===== config.mk =====
export PLATFORM = sky130hd
export DESIGN_NAME = atct_div
export DESIGN_NICKNAME = d
export VERILOG_FILES = /design/src/rtl/atct_pkg.sv /design/src/rtl/atct_div.sv
export SDC_FILE = /design/constraint.sdc
export NUM_CORES = 1
export LEC_CHECK = 0
export BUFFER_PORTS_ARGS = -buffer_cell sky130_fd_sc_hd__buf_2
export CORE_MARGIN = 2
export CORE_UTILIZATION = 30
export DETAILED_ROUTE_END_ITERATION = 8
export HOLD_SLACK_MARGIN = 0.05
export REMOVE_ABC_BUFFERS = 1
export SLEW_MARGIN = 25
export SYNTH_ARGS = -nofsm -noshare
export SYNTH_HDL_FRONTEND = slang
export SYNTH_SLANG_ARGS = --single-unit

===== constraint.sdc =====
create_clock -name clk -period 5.3 [get_ports clk]
set_input_delay 0.53 -clock clk [delete_from_list [all_inputs] [get_ports clk]]
set_output_delay 0.53 -clock clk [all_outputs]
set_load 0.01 [all_outputs]

===== src/rtl/atct_pkg.sv =====
// ----------------------------------------------------------------------------
// atct_pkg
// Shared constants, register codes and state type for the tempo tracker.
// ----------------------------------------------------------------------------
package atct_pkg;

  // Envelope ring geometry and envelope sample rate
  localparam int RING_LEN = 400;
  localparam int ENVELOPE_RATE = 100;
  localparam int AW = $clog2(RING_LEN);
  localparam int LW = (AW > 9) ? AW : 9;

  // Datapath widths
  localparam int SCORE_W = 32;
  localparam int ACC_W = 31 + AW;
  localparam int TOT_W = 31 + AW;
  localparam int NUM_W = 48;
  localparam int DEN_W = TOT_W;
  localparam int TEMPO_NUM = 960 * ENVELOPE_RATE;

  // Configuration port
  localparam int CFG_IDX_W = 3;
  localparam int CFG_DATA_W = 16;

  typedef enum logic [CFG_IDX_W-1:0] {
    REG_LPF_ALPHA = 3'd0,
    REG_DECIM     = 3'd1,
    REG_MIN_LAG   = 3'd2,
    REG_MAX_LAG   = 3'd3,
    REG_CONF_TH   = 3'd4
  } atct_reg_t;

  typedef enum logic [3:0] {
    S_IDLE,
    S_LVL,
    S_AINIT,
    S_LSTART,
    S_MAC,
    S_LDIV,
    S_LWAIT,
    S_SCORE,
    S_PRD,
    S_PCHK,
    S_CMUL,
    S_CDIV,
    S_CWAIT,
    S_TDIV,
    S_TWAIT,
    S_DONE
  } atct_state_t;

endpackage


===== src/rtl/atct_div.sv =====
// ----------------------------------------------------------------------------
// atct_div
// Restoring unsigned divider, one quotient bit per cycle.
// ----------------------------------------------------------------------------
module atct_div (
  input  logic                       clk,
  input  logic                       rst_n,
  input  logic                       go,
  input  logic [atct_pkg::NUM_W-1:0] num,
  input  logic [atct_pkg::DEN_W-1:0] den,
  output logic                       done,
  output logic [atct_pkg::NUM_W-1:0] quo
);

  localparam int CW = $clog2(atct_pkg::NUM_W + 1);

  logic [atct_pkg::DEN_W:0]   rem_r;
  logic [atct_pkg::NUM_W-1:0] quo_r;
  logic [atct_pkg::DEN_W-1:0] den_r;
  logic [CW-1:0]              cnt_r;
  logic                       busy_r;
  logic                       done_r;
  logic [atct_pkg::DEN_W+1:0] trial;

  // Shift in the next dividend bit and try a subtract
  assign trial = {rem_r, quo_r[atct_pkg::NUM_W-1]} - {2'b0, den_r};

  always_ff @(posedge clk) begin
    if (!rst_n) begin
      busy_r <= 1'b0;
      done_r <= 1'b0;
      cnt_r  <= '0;
    end else begin
      done_r <= 1'b0;
      if (go) begin
        busy_r <= 1'b1;
        cnt_r  <= CW'(atct_pkg::NUM_W);
      end else if (busy_r) begin
        cnt_r <= cnt_r - 1'b1;
        if (cnt_r == CW'(1)) begin
          busy_r <= 1'b0;
          done_r <= 1'b1;
        end
      end
    end
  end

  // Hold operands and step the remainder
  always_ff @(posedge clk) begin
    if (go) begin
      rem_r <= '0;
      quo_r <= num;
      den_r <= den;
    end else if (busy_r) begin
      if (!trial[atct_pkg::DEN_W+1]) begin
        rem_r <= trial[atct_pkg::DEN_W:0];
        quo_r <= {quo_r[atct_pkg::NUM_W-2:0], 1'b1};
      end else begin
        rem_r <= {rem_r[atct_pkg::DEN_W-1:0], quo_r[atct_pkg::NUM_W-1]};
        quo_r <= {quo_r[atct_pkg::NUM_W-2:0], 1'b0};
      end
    end
  end

  assign done = done_r;
  assign quo  = quo_r;

endmodule


======== Word-level counts from Yosys, hierarchy flattened ========
Cells that the tools add are included.
operators by class
  add/sub/neg operators ................... 2
  equal/unequal tests ..................... 1
  muxes and demuxes ....................... 10
  bitwise operators ....................... 2
  reduce and logical (&&, ||, !) cells .... 3
operators by type and width
  cell                   number
  $mux W48               2
  $sub A42 B40 Y42       1
  $mux W41               1
  $mux W6                2
  $eq A6 B1 Y1 const B   1
  $sub A6 B1 Y6 const B  1
  $mux W1                5
  $reduce_or A3 Y1       1
  $not A1 Y1             2
  $reduce_bool A2 Y1     1
  $reduce_or A2 Y1       1
word-level totals
  bits in registers ....................... 137
  input port bits ......................... 91
  output and inout bits ................... 49
  word-level logic and storage cells ...... 25

======== Logic depth before layout (Yosys ltp) ========
  depth in word-level cells ............... 4
  gate-level depth with buffers ........... 13
  depth with buffers taken out ............ 12

======== Least setup slack after synthesis ========
Ideal clock, no wire load.
  path type ............................... register to register
  from .................................... register quo_r, in the netlist quo[47]
  to ...................................... register rem_r[28] in the netlist's numbering
  setup time .............................. 0.127 ns
  arrival ................................. 2.963 ns
  data required time ...................... 5.173 ns
  setup slack ............................. 2.210 ns
  stages on the path, launching flop included .. 13
  buffers on the path ..................... 0
  period minus slack after synthesis ...... 3.090 ns
  cell sequence ........................... edfxtp_1 -> inv_1 -> ha_1 -> fa_1 -> nand2b_1 -> a211oi_1 -> o211ai_1 -> a211oi_1 -> o2111ai_1 -> a21boi_1 -> mux2i_1 -> a31oi_1 -> or3_1
between the ends
  cells in the longest elaborated chain, start to end .. 2
RTL lines
  item                      RTL line        text
  start: declaration        atct_div.sv:18  logic [atct_pkg::NUM_W-1:0] quo_r;
  start signal: assignment  atct_div.sv:52  quo_r <= num;
  start signal: assignment  atct_div.sv:57  quo_r <= {quo_r[atct_pkg::NUM_W-2:0], 1'b1};
  start signal: assignment  atct_div.sv:60  quo_r <= {quo_r[atct_pkg::NUM_W-2:0], 1'b0};
  $sub A42 B40 Y42          atct_div.sv:26  assign trial = {rem_r, quo_r[atct_pkg::NUM_W-1]} - {2'b0, den_r};
  $mux W41                  atct_div.sv:55  if (!trial[atct_pkg::DEN_W+1]) begin
  end signal: assignment    atct_div.sv:56  rem_r <= trial[atct_pkg::DEN_W:0];
  end signal: assignment    atct_div.sv:59  rem_r <= {rem_r[atct_pkg::DEN_W-1:0], quo_r[atct_pkg::NUM_W-1]};
  end: declaration          atct_div.sv:17  logic [atct_pkg::DEN_W:0] rem_r;
No other way between the ends.
A chain may end at the register's enable or synchronous reset.

======== Final worst setup path ========
Ends and elaborated chain as after synthesis.

==> results.toml <==
[finish]
syn2layout_area_growth_pct = 19.2
final_layout_size_suffix_gt1_share_pct = 26.3
multiInputGateArea_sq_mm = 0.00387
fillers = 2658
final_common_cell = "buf_2"
fin_util_pct = 36.4
regArea_sq_mm = 0.00362
nets = 1033
final_cell_mix = "138 x buf_2, 88 x edfxtp_1, 70 x nor2_1, 57 x inv_1, 54 x a21oi_1"
design_area_sq_mm = 0.00946

[global_routing]
grt_overflow = 0
grt_first_pass_wirelength_microns = 31600
grtUsageTotal_pct = 14.2
grt_pass1_vias = 6018
grt_start_max_net_pins = 67
antenna_found_initial = 2

[worst_setup_path]
crit_end = "rem_r[28]"
path_max_fanout = 4
crit_top_cell = "a211oi_1"
r2r_end = "rem_r[28]"
rr_startpoint = "quo[47]"
cp_num_buf_inv = 1
cp_num_cells = 12
r2r_cells = 12
crit_required_ns = 5.61
critPathMaxStageDelay_ns = 0.46
worst-setup-path-type = "reg2reg"
start_kind = "register"
rrSetupSlack_ns = 1.66
path_delay_family = "compound AO/OA/AOI/OAI gates"
arrival_ns = 3.95
cpMaxStageDelayCell = "a211oi_1"
cp-end-kind = "register"
crit_start = "quo[47]"
crit_chain = "inv_1, ha_1, fa_1, nand2b_1, a211oi_1, o211ai_1, a211oi_1, o2111ai_1, a21boi_1, mux2i_1, a31oi_1, or3_1"

[cts]
htreeDepth = 4
post_cts_buffers = 0
hold_buffers = 0
cts.clk_slew.worst_paths_ns = 0.07
cts_made_buffers = 17
tritoncts = "yes"
clockBufferDepth = 2
cts.repair.resized = 0
clock-root-buffer = "clkbuf_16"
clock_latency_ns = 0.43
cts_sinks = 137

[floorplan]
die-area_sq_mm = 0.0278
start_util_pct = 30.5
die_y_microns = 167
io_pins = 140
core_area_sq_mm = 0.0260
die_w_microns = 167
rows = 59

[worst_hold_path]
hold_path.class = "in2reg"

[synth]
synth_seq_area_share_pct = 45.7
synth_edf_count = 88
avgSynthCellArea_sq_um = 10.3
synth-seq-cells = 137
synth_cell_type_count = 64
synth_flop_cell = "edfxtp_1"
syn-instance-count = 773
ys_warn_count = 0
synth_area_sq_mm = 0.00793
async_flop_share_pct = 0

[drt]
m1WireLength_microns = 9380
wl_microns = 19600
dr.pass1.iters = 6
dr.max_layer_used = "met5"
antenna_left = 0
drt_iter0_drc = 257
wl_met3_microns = 1460
vias_per_cell = 4.95
drcViolationCount = 0
wl_per_cell_microns = 15.7
wl_met2_microns = 8610
num_vias = 6169

[run]
max_cap_violations = 0

[timing]
grt_setup_unrepaired = "false"
hold-worst-slack_ns = 0.268
drv_slew = 0
fin_skew_ns = 0.0131
max_slew_margin_pct = 38.5
fin_tns_setup_ns = 0
finalCritPeriodShare_pct = 68.6
hold_violations = 0
tightest_slew_ns = 0.918
finalSetupViolCount = 0
fin_crit_ns = 3.64
fmax_mhz = 275

[placed_design]
dpl_cell_area_sq_mm = 0.00886
gp_congestion = 0.872
place_hpwl_microns = 14100
portBuffers = 139

[power_and_ir_drop]
power.density_mw_per_mm2 = 366
peakVddDrop_v = 0.000191
leakagePower_nw = 3.94

[outcome]
status = "finished clean"
flip-flops by register name (all words and copies together) (netlist names):
| name | cells |
|---|---|
| quo | 48 |
| rem_r | 41 |
| den_r | 40 |
| cnt_r | 6 |
| busy_r | 1 |
| done | 1 |
how the worst min path moves through the flow:
stage,slack [ns],to,cells after the start,start
floorplan,0.45,rem_r[20],2,rem_r[20]
global placement,0.47,rem_r[15],2,rem_r[15]
detailed placement,0.48,rem_r[15],2,rem_r[15]
CTS,0.25,den_r[6],1,den[6]
global route,0.26,den_r[36],1,den[36]
finish,0.27,den_r[7],1,den[7]
through the flow:
stage | setup WS (ns) | instances | total power [mW]
after floorplan | 1.73 | 737 | 2.00
after global placement | 1.69 | 1215 | 2.26
after detailed placement | 1.65 | 1215 | 2.27
after CTS | 1.64 | 1246 | 3.50
after global routing | 1.42 | 1246 | 3.65
final | 1.66 | 1247 | 3.46
Yosys cell counts, types with 6 or more instances:
library cell | count | area [sq um]
xor2_1 | 20 | 175
a211oi_1 | 36 | 270
mux2_2 | 49 | 552
inv_1 | 58 | 218
nor2b_1 | 6 | 37.5
buf_2 | 12 | 60.1
mux2i_1 | 25 | 250
a31oi_1 | 6 | 37.5
nor2_1 | 70 | 263
ha_1 | 42 | 526
o21a_1 | 8 | 60.1
xnor2_1 | 17 | 149
nand3_1 | 11 | 55.1
nand2_1 | 51 | 191
clkbuf_1 | 12 | 45.0
nand4_1 | 8 | 50.1
o21ai_0 | 37 | 185
a21oi_1 | 54 | 270
nand2b_1 | 7 | 43.8
a21o_1 | 8 | 60.1
edfxtp_1 | 88 | 2640
a21boi_0 | 6 | 45.0
nor3_1 | 14 | 70.1
dfxtp_1 | 49 | 981
worst register-to-register path: cells and delay by family (launching register included):
| family | cells | cell delay (ns) |
|---|---|---|
| compound gates | 6 | 1.60 |
| mux | 1 | 0.23 |
| simple gates | 2 | 0.55 |
| buf+inv | 1 | 0.07 |
| flops | 1 | 0.42 |
| fa+ha+maj | 2 | 0.66 |
per-layer routing:
metal / GRT usage, % / vias to the layer above
li1: - / 3086
met5: 0 / -
met4: 3.64 / 2
met3: 5.32 / 18
met2: 21.6 / 177
met1: 19.0 / 2886
final cells by class:
cell class / instances / share of cell area (%)
Multi-Input combinational cell: 542 / 41.0
Sequential cell: 137 / 38.3
Timing Repair Buffer: 143 / 7.70
Clock buffer: 17 / 4.50
Tap cell: 335 / 4.43
Inverter: 58 / 2.32
Clock inverter: 14 / 1.71
Antenna cell: 1 / 0.0265
report_power, final:
part | leakage (nW) | internal, mW | switching [mW] | total [mW]
registers | 1.28 | 1.26 | 0.0658 | 1.32
logic | 2.37 | 0.388 | 0.540 | 0.928
clock network | 0.285 | 0.703 | 0.508 | 1.21
logic make-up after synthesis:
family / count (synthesis) / share of synthesized area, %
compound gates: 202 / 17.0
xor+xnor: 37 / 4.09
fa+ha+maj: 43 / 6.88
buf+inv: 94 / 5.58
flops: 137 / 45.7
mux: 74 / 10.1
simple gates: 186 / 10.7
Note: power is estimated with default switching activity, not from simulation.
